$ cat src/rtl/assert_macros.svh
// Assertion helpers shared by the RTL files.
`ifndef ASSERT_MACROS_SVH
`define ASSERT_MACROS_SVH

// Checks a property on every rising clock edge while reset is released.
`define HLTM_ASSERT(lbl, clk, rst_n, prop, msg) \
    lbl: assert property (@(posedge clk) disable iff (!rst_n) prop) else $error(msg);

// Checks that a condition never holds while reset is released.
`define HLTM_NEVER(lbl, clk, rst_n, cond, msg) \
    lbl: assert property (@(posedge clk) disable iff (!rst_n) !(cond)) else $error(msg);

`endif

$ cat src/rtl/hltm_pkg.sv
`timescale 1ns / 1ps
`default_nettype none

package hltm_pkg;

    localparam logic [7:0] C_SPACE = 8'h20;
    localparam logic [7:0] C_TAB   = 8'h09;
    localparam logic [7:0] C_COMMA = 8'h2C;

    // Size of the token register store in bytes.
    localparam int STORE_BYTES = 16;
    localparam int STORE_IDX_W = $clog2(STORE_BYTES);

    localparam int CFG_INDEX_W = 2;
    localparam int CFG_DATA_W  = 64;
    localparam int TLEN_W      = 5;

    localparam logic [CFG_INDEX_W-1:0] CFG_TOKEN_LOW  = 2'd0;
    localparam logic [CFG_INDEX_W-1:0] CFG_TOKEN_HIGH = 2'd1;
    localparam logic [CFG_INDEX_W-1:0] CFG_TOKEN_LEN  = 2'd2;

    typedef struct packed {
        logic valid;
        logic found;
    } t_scan_result;

    function automatic logic [7:0] fold(input logic [7:0] c);
        logic [7:0] r;
        r = c;
        if (c >= 8'h41 && c <= 8'h5A) begin
            r = c + 8'h20;
        end
        return r;
    endfunction

endpackage

`default_nettype wire

$ cat src/rtl/hltm_scan.sv
`timescale 1ns / 1ps
`default_nettype none

module hltm_scan #(
    parameter int MAX_TOKEN_BYTES = 16
) (
    input  wire logic                            i_clk,
    input  wire logic                            i_rst_n,
    input  wire logic                            i_take,
    input  wire logic [7:0]                      i_value_byte,
    input  wire logic                            i_last_byte,
    input  wire logic [hltm_pkg::CFG_DATA_W-1:0] i_token_low,
    input  wire logic [hltm_pkg::CFG_DATA_W-1:0] i_token_high,
    input  wire logic [hltm_pkg::TLEN_W-1:0]     i_token_length,
    output hltm_pkg::t_scan_result               o_result
);

    localparam int CW = $clog2(MAX_TOKEN_BYTES + 2);
    localparam int PW = (CW > hltm_pkg::STORE_IDX_W) ? CW : hltm_pkg::STORE_IDX_W;
    localparam int LW = (CW > hltm_pkg::TLEN_W) ? CW : hltm_pkg::TLEN_W;
    localparam logic [CW-1:0] SAT = CW'(MAX_TOKEN_BYTES + 1);

    logic          r_in_part, n_in_part;
    logic [CW-1:0] r_count, n_count;
    logic          r_run_ok, n_run_ok;
    logic [CW-1:0] r_trim_len, n_trim_len;
    logic          r_trim_ok, n_trim_ok;
    logic          r_found, n_found;

    logic [7:0] w_tok [hltm_pkg::STORE_BYTES];
    logic       w_blank, w_comma, w_take_byte, w_pos_ok, w_match;
    logic [hltm_pkg::STORE_IDX_W-1:0] w_idx;
    logic [PW-1:0] w_pos_ext;
    logic [CW-1:0] w_count_inc;
    logic       w_run_new;
    logic       w_len_ok;
    logic       w_end_cur, w_end_post;

    genvar g;
    generate
        for (g = 0; g < hltm_pkg::STORE_BYTES / 2; g++) begin : g_tok
            assign w_tok[g]                            = i_token_low[8*g +: 8];
            assign w_tok[g + hltm_pkg::STORE_BYTES/2]  = i_token_high[8*g +: 8];
        end
    endgenerate

    assign w_blank     = (i_value_byte == hltm_pkg::C_SPACE) || (i_value_byte == hltm_pkg::C_TAB);
    assign w_comma     = (i_value_byte == hltm_pkg::C_COMMA);
    assign w_take_byte = r_in_part ? !w_comma : (!w_blank && !w_comma);

    assign w_pos_ok  = (32'(r_count) < MAX_TOKEN_BYTES) && (32'(r_count) < hltm_pkg::STORE_BYTES);
    assign w_pos_ext = PW'(r_count);
    assign w_idx     = w_pos_ext[hltm_pkg::STORE_IDX_W-1:0];
    assign w_match   = w_pos_ok &&
                       (hltm_pkg::fold(i_value_byte) == hltm_pkg::fold(w_tok[w_idx]));
    assign w_run_new = r_run_ok && w_match;
    assign w_count_inc = (r_count == SAT) ? r_count : r_count + CW'(1);

    // Length rule shared by both places where an element can end.
    assign w_len_ok = (i_token_length != '0) &&
                      (32'(i_token_length) <= MAX_TOKEN_BYTES) &&
                      (32'(i_token_length) <= hltm_pkg::STORE_BYTES);

    assign w_end_cur  = r_in_part && r_trim_ok && w_len_ok &&
                        (LW'(r_trim_len) == LW'(i_token_length));

    always_comb begin
        // While no element is open the per-element state already holds its
        // cleared values, so a new element continues from the registers.
        n_in_part  = r_in_part;
        n_count    = r_count;
        n_run_ok   = r_run_ok;
        n_trim_len = r_trim_len;
        n_trim_ok  = r_trim_ok;
        n_found    = r_found;
        if (w_take_byte) begin
            n_in_part = 1'b1;
            n_count   = w_count_inc;
            n_run_ok  = w_run_new;
            if (!w_blank) begin
                n_trim_len = w_count_inc;
                n_trim_ok  = w_run_new;
            end
        end else if (r_in_part) begin
            n_found    = r_found || w_end_cur;
            n_in_part  = 1'b0;
            n_count    = '0;
            n_run_ok   = 1'b1;
            n_trim_len = '0;
            n_trim_ok  = 1'b0;
        end
    end

    assign w_end_post = n_in_part && n_trim_ok && w_len_ok &&
                        (LW'(n_trim_len) == LW'(i_token_length));

    always_comb begin
        o_result.valid = i_take && i_last_byte;
        o_result.found = n_found || w_end_post;
    end

    always_ff @(posedge i_clk) begin
        if (!i_rst_n) begin
            r_in_part  <= 1'b0;
            r_count    <= '0;
            r_run_ok   <= 1'b1;
            r_trim_len <= '0;
            r_trim_ok  <= 1'b0;
            r_found    <= 1'b0;
        end else if (i_take) begin
            if (i_last_byte) begin
                r_in_part  <= 1'b0;
                r_count    <= '0;
                r_run_ok   <= 1'b1;
                r_trim_len <= '0;
                r_trim_ok  <= 1'b0;
                r_found    <= 1'b0;
            end else begin
                r_in_part  <= n_in_part;
                r_count    <= n_count;
                r_run_ok   <= n_run_ok;
                r_trim_len <= n_trim_len;
                r_trim_ok  <= n_trim_ok;
                r_found    <= n_found;
            end
        end
    end

`include "assert_macros.svh"

    `HLTM_NEVER(a_idle_state_clear, i_clk, i_rst_n, !r_in_part && (r_count != '0 || !r_run_ok || r_trim_ok), "per-element state not cleared outside an element")
    `HLTM_ASSERT(a_trim_le_count, i_clk, i_rst_n, r_trim_len <= r_count, "trimmed length exceeds element length")
    `HLTM_ASSERT(a_last_clears, i_clk, i_rst_n, i_take && i_last_byte |=> !r_found && !r_in_part, "string state survives its last byte")

endmodule

`default_nettype wire

$ cat src/rtl/header_list_token_match.sv
`timescale 1ns / 1ps
`default_nettype none

// Channel   Direction  Handshake                  Payload
// input     in         i_in_valid / o_in_stall    i_value_byte, i_last_byte
// result    out        o_out_valid / i_out_stall  o_token_found
// config    in         i_cfg_valid / o_cfg_ready  i_cfg_index, i_cfg_data
//
// One byte is taken every cycle unless stalled; the match logic sits between the
// element state registers and a two-entry result queue (output register plus
// skid). A result is registered (output register or skid) when its last byte
// is taken. Input stalls only when both result entries are full.
// Reset is synchronous, active low, and clears the token registers to zero.

module header_list_token_match #(
    parameter int MAX_TOKEN_BYTES = 16
) (
    input  wire logic                             i_clk,
    input  wire logic                             i_rst_n,
    input  wire logic                             i_in_valid,
    output logic                                  o_in_stall,
    input  wire logic [7:0]                       i_value_byte,
    input  wire logic                             i_last_byte,
    output logic                                  o_out_valid,
    input  wire logic                             i_out_stall,
    output logic                                  o_token_found,
    input  wire logic                             i_cfg_valid,
    output logic                                  o_cfg_ready,
    input  wire logic [hltm_pkg::CFG_INDEX_W-1:0] i_cfg_index,
    input  wire logic [hltm_pkg::CFG_DATA_W-1:0]  i_cfg_data
);

    logic [hltm_pkg::CFG_DATA_W-1:0] r_token_low;
    logic [hltm_pkg::CFG_DATA_W-1:0] r_token_high;
    logic [hltm_pkg::TLEN_W-1:0]     r_token_length;

    logic r_out_valid, r_out_found;
    logic r_skid_valid, r_skid_found;

    logic                   w_take;
    logic                   w_pop;
    hltm_pkg::t_scan_result w_result;

    assign o_cfg_ready = 1'b1;

    always_ff @(posedge i_clk) begin
        if (!i_rst_n) begin
            r_token_low    <= '0;
            r_token_high   <= '0;
            r_token_length <= '0;
        end else if (i_cfg_valid) begin
            case (i_cfg_index)
                hltm_pkg::CFG_TOKEN_LOW:  r_token_low    <= i_cfg_data;
                hltm_pkg::CFG_TOKEN_HIGH: r_token_high   <= i_cfg_data;
                hltm_pkg::CFG_TOKEN_LEN:  r_token_length <= i_cfg_data[hltm_pkg::TLEN_W-1:0];
                default: ;
            endcase
        end
    end

    assign o_in_stall = r_skid_valid;
    assign w_take     = i_in_valid && !r_skid_valid;
    assign w_pop      = r_out_valid && !i_out_stall;

    hltm_scan #(
        .MAX_TOKEN_BYTES (MAX_TOKEN_BYTES)
    ) u_scan (
        .i_clk          (i_clk),
        .i_rst_n        (i_rst_n),
        .i_take         (w_take),
        .i_value_byte   (i_value_byte),
        .i_last_byte    (i_last_byte),
        .i_token_low    (r_token_low),
        .i_token_high   (r_token_high),
        .i_token_length (r_token_length),
        .o_result       (w_result)
    );

    always_ff @(posedge i_clk) begin
        if (!i_rst_n) begin
            r_out_valid  <= 1'b0;
            r_skid_valid <= 1'b0;
        end else begin
            if (!r_out_valid || w_pop) begin
                // The skid entry is older than a new result and goes first.
                if (r_skid_valid) begin
                    r_out_valid  <= 1'b1;
                    r_skid_valid <= w_result.valid;
                end else begin
                    r_out_valid  <= w_result.valid;
                end
            end else if (w_result.valid) begin
                r_skid_valid <= 1'b1;
            end
        end
    end

    always_ff @(posedge i_clk) begin
        if (!r_out_valid || w_pop) begin
            if (r_skid_valid) begin
                r_out_found  <= r_skid_found;
                r_skid_found <= w_result.found;
            end else begin
                r_out_found  <= w_result.found;
            end
        end else if (w_result.valid) begin
            r_skid_found <= w_result.found;
        end
    end

    assign o_out_valid   = r_out_valid;
    assign o_token_found = r_out_found;

`include "assert_macros.svh"

    `HLTM_ASSERT(a_skid_behind_out, i_clk, i_rst_n, r_skid_valid |-> r_out_valid, "skid entry held with empty output register")
    `HLTM_NEVER(a_no_overflow, i_clk, i_rst_n, w_result.valid && r_skid_valid, "result produced while queue is full")
    `HLTM_ASSERT(a_skid_fill_cause, i_clk, i_rst_n, $rose(r_skid_valid) |-> $past(r_out_valid && i_out_stall), "skid filled without a stalled output")

endmodule

`default_nettype wire

$ cat config.mk
export PLATFORM = sky130hd
export DESIGN_NAME = header_list_token_match
export DESIGN_NICKNAME = d
export VERILOG_FILES = /design/src/rtl/hltm_pkg.sv /design/src/rtl/hltm_scan.sv /design/src/rtl/header_list_token_match.sv
export VERILOG_INCLUDE_DIRS = /design/src /design/src/rtl
export SDC_FILE = /design/constraint.sdc
export NUM_CORES = 1
export LEC_CHECK = 0
export BUFFER_PORTS_ARGS = -buffer_cell sky130_fd_sc_hd__buf_2
export CORE_MARGIN = 5
export CORE_UTILIZATION = 59
export CTS_BUF_LIST = sky130_fd_sc_hd__clkbuf_16
export CTS_CLUSTER_DIAMETER = 120
export DETAILED_ROUTE_END_ITERATION = 6
export PLACE_DENSITY = 0.82
export SLEW_MARGIN = 20
export SYNTH_ARGS = -nofsm -noshare
export SYNTH_HDL_FRONTEND = slang
export SYNTH_SLANG_ARGS = --single-unit
export TNS_END_PERCENT = 20
$ cat constraint.sdc
create_clock -name i_clk -period 3.75 [get_ports i_clk]
set_input_delay 0.75 -clock i_clk [delete_from_list [all_inputs] [get_ports i_clk]]
set_output_delay 0.75 -clock i_clk [all_outputs]
set_load 0.03 [all_outputs]
==> results of run 1 <==
## cell type report
type | instances | share of cell area (%)
Inverter | 10 | 0.445
Tap cell | 168 | 2.49
Multi-Input combinational cell | 614 | 48.1
Sequential cell | 151 | 36.1
Timing Repair Buffer | 101 | 6.59
Clock inverter | 15 | 1.25
Clock buffer | 17 | 5.05
## through the flow
stage	hold WS [ns]	cells	cell area, um^2
after detailed placement	0.456	1044	7900
final	0.464	1076	8430
after global placement	0.449	1044	7900
after CTS	0.464	1076	8430
after global routing	0.479	1076	8430
after floorplan	0.439	831	7360
## synthesized netlist by cell type (3+ instances only)
| cell type | instances |
|---|---|
| nand2_1 | 274 |
| a31oi_1 | 7 |
| nor4_1 | 5 |
| a22oi_1 | 7 |
| mux4_2 | 23 |
| clkbuf_1 | 42 |
| buf_1 | 4 |
| mux4_1 | 6 |
| ha_1 | 4 |
| a22o_1 | 5 |
| o21ai_0 | 7 |
| mux2i_1 | 21 |
| xnor2_1 | 9 |
| nor3_1 | 4 |
| nand3b_1 | 4 |
| or3b_2 | 3 |
| a21boi_0 | 131 |
| nor2b_1 | 19 |
| o31ai_1 | 3 |
| xor2_1 | 13 |
| nand3_1 | 5 |
| nor2_1 | 9 |
| o22ai_1 | 4 |
| buf_2 | 6 |
| a21oi_1 | 8 |
| nor3b_1 | 3 |
| inv_1 | 9 |
| dfxtp_1 | 149 |
| and2_1 | 5 |
## sequential cells by signal, indices dropped and copies added, names as in the netlist, 5 cells and up
signal	cells
u_scan.r_count	5
r_token_low	64
r_token_high	64
u_scan.r_trim_len	5
r_token_length	5
## metal layers
metal	GRT usage [%]	part of all wire (%)
met5	0	0
met4	8.89	2.3
met3	5.71	5.7
met2	40.0	47
met1	35.5	45
## cell usage in the layout, fill, tap and decap left out, drive strengths merged, types with 6 or more instances in the layout
cell type / count
nor2b: 19
a21boi: 131
xnor2: 9
o21ai: 8
a31oi: 7
clkbuf: 17
buf: 101
clkinv: 6
nand3: 6
dfxtp: 149
nor2: 9
a22oi: 8
mux2i: 21
xor2: 13
inv: 16
mux4: 29
a21oi: 8
nand2: 274
## worst reg2reg max path: cells and delay by family, from the launching register on
kind / cells / cell delay [ns]
flip-flops: 1 / 0.67
XOR/XNOR: 1 / 0.23
AND/OR/NAND/NOR: 2 / 0.66
multiplexers: 1 / 0.28
AO/OA/AOI/OAI: 5 / 1.16
buffers and inverters: 1 / 0.27
## final timing paths
path	to	slack, ns	cells past startpoint
worst max-delay path	o_token_found	0.32	10
worst min-delay path	r_token_high[35]	0.46	2
worst max register to register	o_token_found	0.32	10
worst min register to register	r_token_high[35]	0.46	2
## power by group
part           switching [W]  total (W)  internal, W
Clock               0.000692    0.00154     0.000846
Sequential         0.0000380    0.00170      0.00166
Combinational       0.000181   0.000323     0.000142
Total               0.000910    0.00356      0.00265
## logic make-up after synthesis
| family | synth area share (%) |
|---|---|
| AND/OR/NAND/NOR | 20.3 |
| AO/OA/AOI/OAI | 18.9 |
| flip-flops | 41.3 |
| buffers and inverters | 3.77 |
| multiplexers | 12.3 |
| XOR/XNOR | 2.62 |
| adder cells (fa/ha/maj) | 0.680 |
| other | 0.0510 |
==> impl_metrics.yaml, run 1 <==
run_status:
  outcome: "completed"
power_and_ir_drop:
  p_per_area_nw_per_um2: 422
  total_power_w: 0.00356
  ir_worst_vdd_mv: 0.431
  leakagePower_nw: 3.14
layout:
  nFillCells: 979
  antennaDiodeCount: 0
  synthToLayoutAreaGrowth_pct: 14.6
  drive_gt1_share_pct: 18.5
  fin_nets: 979
  finish.utilization_pct: 69.6
  seq_area_um2: 3050
  multi_input_area_um2: 4050
hold_path:
  min_path_type: "reg2reg"
  worstHoldStart: "r_token_high[35]"
routing:
  vias: 6247
  wl_per_cell_um: 17.5
  routed_wl_um: 18800
  drc: 0
  drtIter0Drc: 635
  firstDrtPassIters: 5
  ant_nets: 0
  vias_per_cell: 5.81
synthesis:
  ys_seq_elements: 151
  postSynthCellCount: 831
  async_flop_share_pct: 0
  ys_seq_area_share_pct: 41.3
  yosys_warnings: 0
  yosysTopAreaCellShare_pct: 40.5
  ys_types: 58
  synth_top_cells_by_area: "dfxtp_1 41%, nand2_1 14%, a21boi_0 13%"
  synth_nets: 915
  yosys.area.top_type: "dfxtp_1"
  synth_edf_count: 2
  synthFlopType: "dfxtp_1"
  syn_area_um2: 7360
  synth_area_per_cell_um2: 8.86
timing:
  final.setup.worst_slack_ns: 0.323
  setup_tns_ns: 0
  finalSetupViolations: 0
  fin_crit_sh_pct: 91.4
  tightestPinTransition_ns: 0.753
  relSlewSlack_pct: 49.8
  period_minus_slack_ns: 3.43
  hold_viol: 0
  rsz0062_at_grt: "false"
  fmax_ghz: 0.292
  slew_violations: 0
  skew_ns: 0.00510
cts:
  htree_levels: 4
  cts.sinks: 151
  clkLatencyLatePin_ns: 0.42
  numCtsBuffers: 17
  cts.path.max_buffers: 2
  post_cts_buffers: 0
  hold_buffers: 0
  cts_root_buf: "clkbuf_16"
  cts.clk_slew.worst_paths_ns: 0.06
  post_cts_resized: 0
  cts_tree: "done"
floorplan:
  coreArea_um2: 12100
  ios: 84
  fp.dieW_um: 122
  start_util_pct: 60.8
  die-area_um2: 14800
  rows: 40
  die_h_um: 122
global_routing:
  antenna_found_initial: 0
  gr-total-overflow: 0
  grt_use_total_pct: 25.7
  grt_pass1_vias: 5744
  grt_max_degree: 90
  grt_first_pass_wirelength_um: 29700
setup_path:
  critPathArrivalTime_ns: 3.69
  critPathMaxStageDelay_ns: 0.67
  crit_path_end_kind: "flop"
  startpoint: "u_scan.r_count[2]"
  startpoint_type: "flop"
  cp_top_family: "compound AO/OA/AOI/OAI gates"
  path_max_fanout: 23
  reg2reg_from: "u_scan.r_count[2]"
  crit_chain: "buf_4 -> mux4_1 -> a22o_1 -> a21oi_1 -> or4b_1 -> o21a_1 -> a31oi_1 -> xor2_1 -> nand4_2 -> a41oi_2"
  worst-setup-path-type: "reg2reg"
  critPathSlowestCell: "dfxtp_2"
  worst_ep_required_time_ns: 4.01
  path_buf_inv: 1
job:
  drv_cap: 0
placement:
  gp_congestion: 0.892
  pre_cts_slack_ns: 0.403
  dp_hpwl_um: 13100
  io_buffers: 82
Power figures use the tool's default switching activity.
==> run 2: changes to the inputs <==
Settings changed: CORE_MARGIN 5 to unset.
==> run 2 against run 1 <==
  * Register-to-register slack lost 0.05 ns
  * Critical endpoint is now r_skid_found
  * Clock power grew 6%
  * Sequential share of layout area grew 0.12 points
  * Non-clock buffer count shrank 8
==> impl_metrics.yaml, run 2 (synthesized netlist as in run 1, its figures left out) <==
timing:
  slew_violations: 0
  skew_ns: 0.00578
  tightestPinTransition_ns: 0.833
  hold_viol: 0
  rsz0062_at_grt: "false"
  fmax_ghz: 0.288
  setup_tns_ns: 0
  relSlewSlack_pct: 44.4
  finalSetupViolations: 0
  period_minus_slack_ns: 3.47
  fin_crit_sh_pct: 92.6
job:
  drv_cap: 0
floorplan:
  die_h_um: 114
  rows: 40
  start_util_pct: 61.0
  fp.dieW_um: 114
  coreArea_um2: 12100
  ios: 84
  die-area_um2: 12900
global_routing:
  gr-total-overflow: 0
  grt_pass1_vias: 6080
  grt_use_total_pct: 30.9
  antenna_found_initial: 0
  grt_max_degree: 91
  grt_first_pass_wirelength_um: 30400
run_status:
  outcome: "completed"
cts:
  clkLatencyLatePin_ns: 0.43
  hold_buffers: 0
  post_cts_resized: 0
  cts_tree: "done"
  htree_levels: 4
  post_cts_buffers: 0
  cts.path.max_buffers: 2
  cts.sinks: 151
  cts.clk_slew.worst_paths_ns: 0.06
  cts_root_buf: "clkbuf_16"
  numCtsBuffers: 17
hold_path:
  min_path_type: "reg2reg"
  hold_depth: 2
  hold_end: "r_token_high[16]"
  worstHoldStart: "r_token_high[16]"
setup_path:
  worst-setup-path-type: "reg2reg"
  rrSetupSlack_ns: 0.28
  critPathSlowestCell: "dfxtp_2"
  path_max_fanout: 19
  critPathArrivalTime_ns: 3.74
  worst_ep_required_time_ns: 4.02
  critPathMaxStageDelay_ns: 0.67
  reg2reg_from: "u_scan.r_count[0]"
  r2r_end: "r_skid_found"
  reg2regPathDepth: 9
  crit_path_end_kind: "flop"
  crit_chain: "mux4_1 -> a22o_1 -> a21oi_1 -> or4b_1 -> o21a_1 -> a2111o_1 -> o211ai_2 -> nand4_2 -> a31oi_1"
  startpoint_type: "flop"
layout:
  top_regs: "r_token_high x64, r_token_low x64"
  nFillCells: 894
  synthToLayoutAreaGrowth_pct: 14.2
  fin_nets: 971
  drive_gt1_share_pct: 17.6
  finish.utilization_pct: 69.7
  final_cell_mix: "274 x nand2_1, 147 x dfxtp_1, 131 x a21boi_0"
  final_common_cell: "nand2_1"
  antennaDiodeCount: 0
routing:
  vias_per_cell: 5.80
  firstDrtPassIters: 7
  drc: 0
  routed_wl_um: 18900
  drtIter0Drc: 514
  wl_per_cell_um: 17.7
  ant_nets: 0
  vias: 6186
placement:
  gp_congestion: 0.873
  io_buffers: 82
  dp_hpwl_um: 13200
power_and_ir_drop:
  ir_worst_vdd_mv: 0.359
  p_per_area_nw_per_um2: 435
  leakagePower_nw: 3.12
## run 2: layout make-up
type                    instances  area, um^2  share of cell area, %
clock buffers                  17         425                   5.06
inverters                      10        37.5                  0.447
well taps                     168         210                   2.50
flip-flops and latches        151        3050                   36.2
repair buffers                 93         495                   5.90
multi-input cells             614        4050                   48.2
clock inverters                14         136                   1.62
## run 2: through the flow
step / worst slack (ns) / hold slack, ns / instance area (um^2) / power [W] / std cells
floorplan: 0.645 / 0.439 / 7360 / 0.00192 / 831
global placement: 0.376 / 0.449 / 7840 / 0.00203 / 1036
detailed placement: 0.328 / 0.455 / 7840 / 0.00205 / 1036
CTS: 0.297 / 0.464 / 8400 / 0.00367 / 1067
global route: 0.0977 / 0.493 / 8400 / 0.00378 / 1067
finish: 0.277 / 0.465 / 8400 / 0.00366 / 1067
## run 2: worst max path at each step
stage / slack [ns] / depth (start not counted) / end / startpoint
2_1_floorplan: 0.64 / 12 / o_token_found / u_scan.r_count[0]
3_3_place_gp: 0.38 / 9 / o_token_found / u_scan.r_count[0]
3_5_place_dp: 0.33 / 9 / o_token_found / u_scan.r_count[0]
4_1_cts: 0.30 / 9 / o_token_found / u_scan.r_count[0]
5_1_grt: 0.1 / 9 / o_token_found / u_scan.r_count[0]
6_report: 0.28 / 9 / r_skid_found / u_scan.r_count[0]
## run 2: metal layers
layer | track usage, % | share of wire, %
met2 | 49.6 | 48
met3 | 6.54 | 5.9
met1 | 39.9 | 43
met5 | 0 | 0
met4 | 14.6 | 3.3
## run 2: worst max-delay path, delay by kind of cell, from the launching register on
| kind | cells | cell delay (ns) |
|---|---|---|
| DFF | 1 | 0.67 |
| muxes | 1 | 0.61 |
| and+or+nand+nor | 2 | 0.63 |
| AOI/OAI and AO/OA | 6 | 1.39 |
## run 2: power by group
group	internal [W]	leakage (nW)	switching [W]
Clock	0.000968	0.281	0.000671
Combinational	0.000140	1.60	0.000177
Sequential	0.00166	1.23	0.0000428
Total	0.00277	3.12	0.000891
==> run 3: changes to the inputs <==
Settings changed: PLACE_DENSITY 0.82 to 0.81.
==> run 3 against run 2 <==
  * Clock skew rose by 0.0011 ns
  * Critical path depth rose by 1
  * Die area did not move
  * Design area rose by 1.1%
  * Highest routed layer unchanged
  * Cell count rose by 0.37%
  * First-iteration DRC count fell by 11%
  * Largest cell class unchanged
  * Total power rose by 3.6%
  * Flip-flop and latch count did not move
  * Setup slack improved by 0.033 ns
  * Wire length rose by 1.5%
==> impl_metrics.yaml, run 3 (synthesized netlist as in run 1, its figures left out) <==
cts:
  hold_buffers: 0
  post_cts_buffers: 0
  post_cts_resized: 0
  cts_tree: "done"
  cts.sinks: 151
  clkLatencyLatePin_ns: 0.43
  cts.clk_slew.worst_paths_ns: 0.06
  cts_root_buf: "clkbuf_16"
  htree_levels: 4
  cts.path.max_buffers: 2
  numCtsBuffers: 17
layout:
  synthToLayoutAreaGrowth_pct: 15.4
  antennaDiodeCount: 0
  nFillCells: 900
  drive_gt1_share_pct: 18.2
  top_regs: "r_token_high x64, r_token_low x64"
  final_cell_mix: "274 x nand2_1, 147 x dfxtp_1, 131 x a21boi_0"
  final_common_cell: "nand2_1"
  fin_nets: 975
  final_cells: 1071
placement:
  io_buffers: 82
  dp.cells: 1040
  gp_congestion: 0.842
  pre_cts_slack_ns: 0.342
  dp_hpwl_um: 13300
floorplan:
  coreArea_um2: 12100
  ios: 84
  start_util_pct: 61.0
  rows: 40
  die-area_um2: 12900
  fp.dieW_um: 114
  die_h_um: 114
hold_path:
  hold_depth: 2
  min_path_type: "reg2reg"
  hold_end: "r_token_low[14]"
  worstHoldStart: "r_token_low[14]"
timing:
  finalSetupViolations: 0
  whs_ns: 0.469
  setup_tns_ns: 0
  skew_ns: 0.00683
  fin_crit_sh_pct: 91.7
  tightestPinTransition_ns: 0.754
  period_minus_slack_ns: 3.44
  slew_violations: 0
  hold_viol: 0
  fmax_ghz: 0.291
  final.setup.worst_slack_ns: 0.311
  rsz0062_at_grt: "false"
  relSlewSlack_pct: 49.7
setup_path:
  path_max_fanout: 11
  crit_chain: "buf_4 -> mux4_1 -> mux2i_1 -> mux2i_1 -> or4b_1 -> o21a_1 -> a2111o_1 -> o211ai_2 -> nand4_2 -> a41oi_2"
  cp_top_family: "compound AO/OA/AOI/OAI gates"
  path_common_cell: "mux2i_1"
  worst_ep_required_time_ns: 4.01
  crit_path_end_kind: "flop"
  startpoint_type: "flop"
  startpoint: "u_scan.r_count[0]"
  critPathSlowestCell: "mux4_1"
  rrSetupSlack_ns: 0.31
  reg2regPathDepth: 10
  path_buf_inv: 1
  critPathMaxStageDelay_ns: 0.54
  worst-setup-path-type: "reg2reg"
  critPathArrivalTime_ns: 3.70
  reg2reg_from: "u_scan.r_count[0]"
  r2r_end: "o_token_found"
global_routing:
  grt_use_total_pct: 31.0
  antenna_found_initial: 0
  gr-total-overflow: 0
  grt_pass1_vias: 6185
  grt_max_degree: 92
  grt_first_pass_wirelength_um: 30800
routing:
  drtIter0Drc: 460
  routed_wl_um: 19100
  firstDrtPassIters: 5
  met1_length_um: 7920
  vias: 6290
  drc: 0
  wl_per_cell_um: 17.9
  wl_met3_um: 1470
  highest_layer: "met4"
  vias_per_cell: 5.87
  ant_nets: 0
  dr_wl_met2_um: 9190
power_and_ir_drop:
  ir_worst_vdd_mv: 0.286
  p_per_area_nw_per_um2: 447
  leakagePower_nw: 3.16
job:
  drv_cap: 0
run_status:
  outcome: "completed"
[run 3: worst max-delay path by stage]
| stage | end | slack [ns] | cells past startpoint |
|---|---|---|---|
| after floorplan | o_token_found | 0.64 | 12 |
| after global placement | o_token_found | 0.41 | 10 |
| after detailed placement | o_token_found | 0.34 | 10 |
| after CTS | o_token_found | 0.32 | 10 |
| after global routing | o_token_found | 0.17 | 10 |
| final | o_token_found | 0.31 | 10 |
[run 3: final cells by class]
cell class	instances	area [um^2]	share of cell area (%)
clock buffers	17	425	5.01
clock inverters	14	184	2.17
flip-flops and latches	151	3050	35.9
well taps	168	210	2.48
inverters	10	37.5	0.442
repair buffers	97	538	6.34
multi-input cells	614	4050	47.7
[run 3: worst min-delay path, cell delays in order (launching register included)]
cell,delay (ns)
dfxtp_1,0.31
nand2_1,0.05
a21boi_0,0.07
[run 3: per-stage QoR]
step | total power, W | utilization (%) | instance area [um^2]
floorplan | 0.00192 | - | 7360
global placement | 0.00204 | 65.4 | 7880
detailed placement | 0.00205 | 65.4 | 7880
CTS | 0.00380 | 70.4 | 8490
global route | 0.00390 | 70.4 | 8490
finish | 0.00379 | 70.4 | 8490
[run 3: routing by layer]
layer | track usage (%) | vias to the layer above
met5 | 0 | -
met4 | 14.9 | 0
met3 | 7.12 | 44
met2 | 50.7 | 260
met1 | 38.9 | 3002
li1 | - | 2984
[run 3: report_power, final]
group          internal [W]  switching [W]
sequential          0.00166      0.0000379
combinational      0.000141       0.000184
clock               0.00110       0.000665
total               0.00290       0.000887
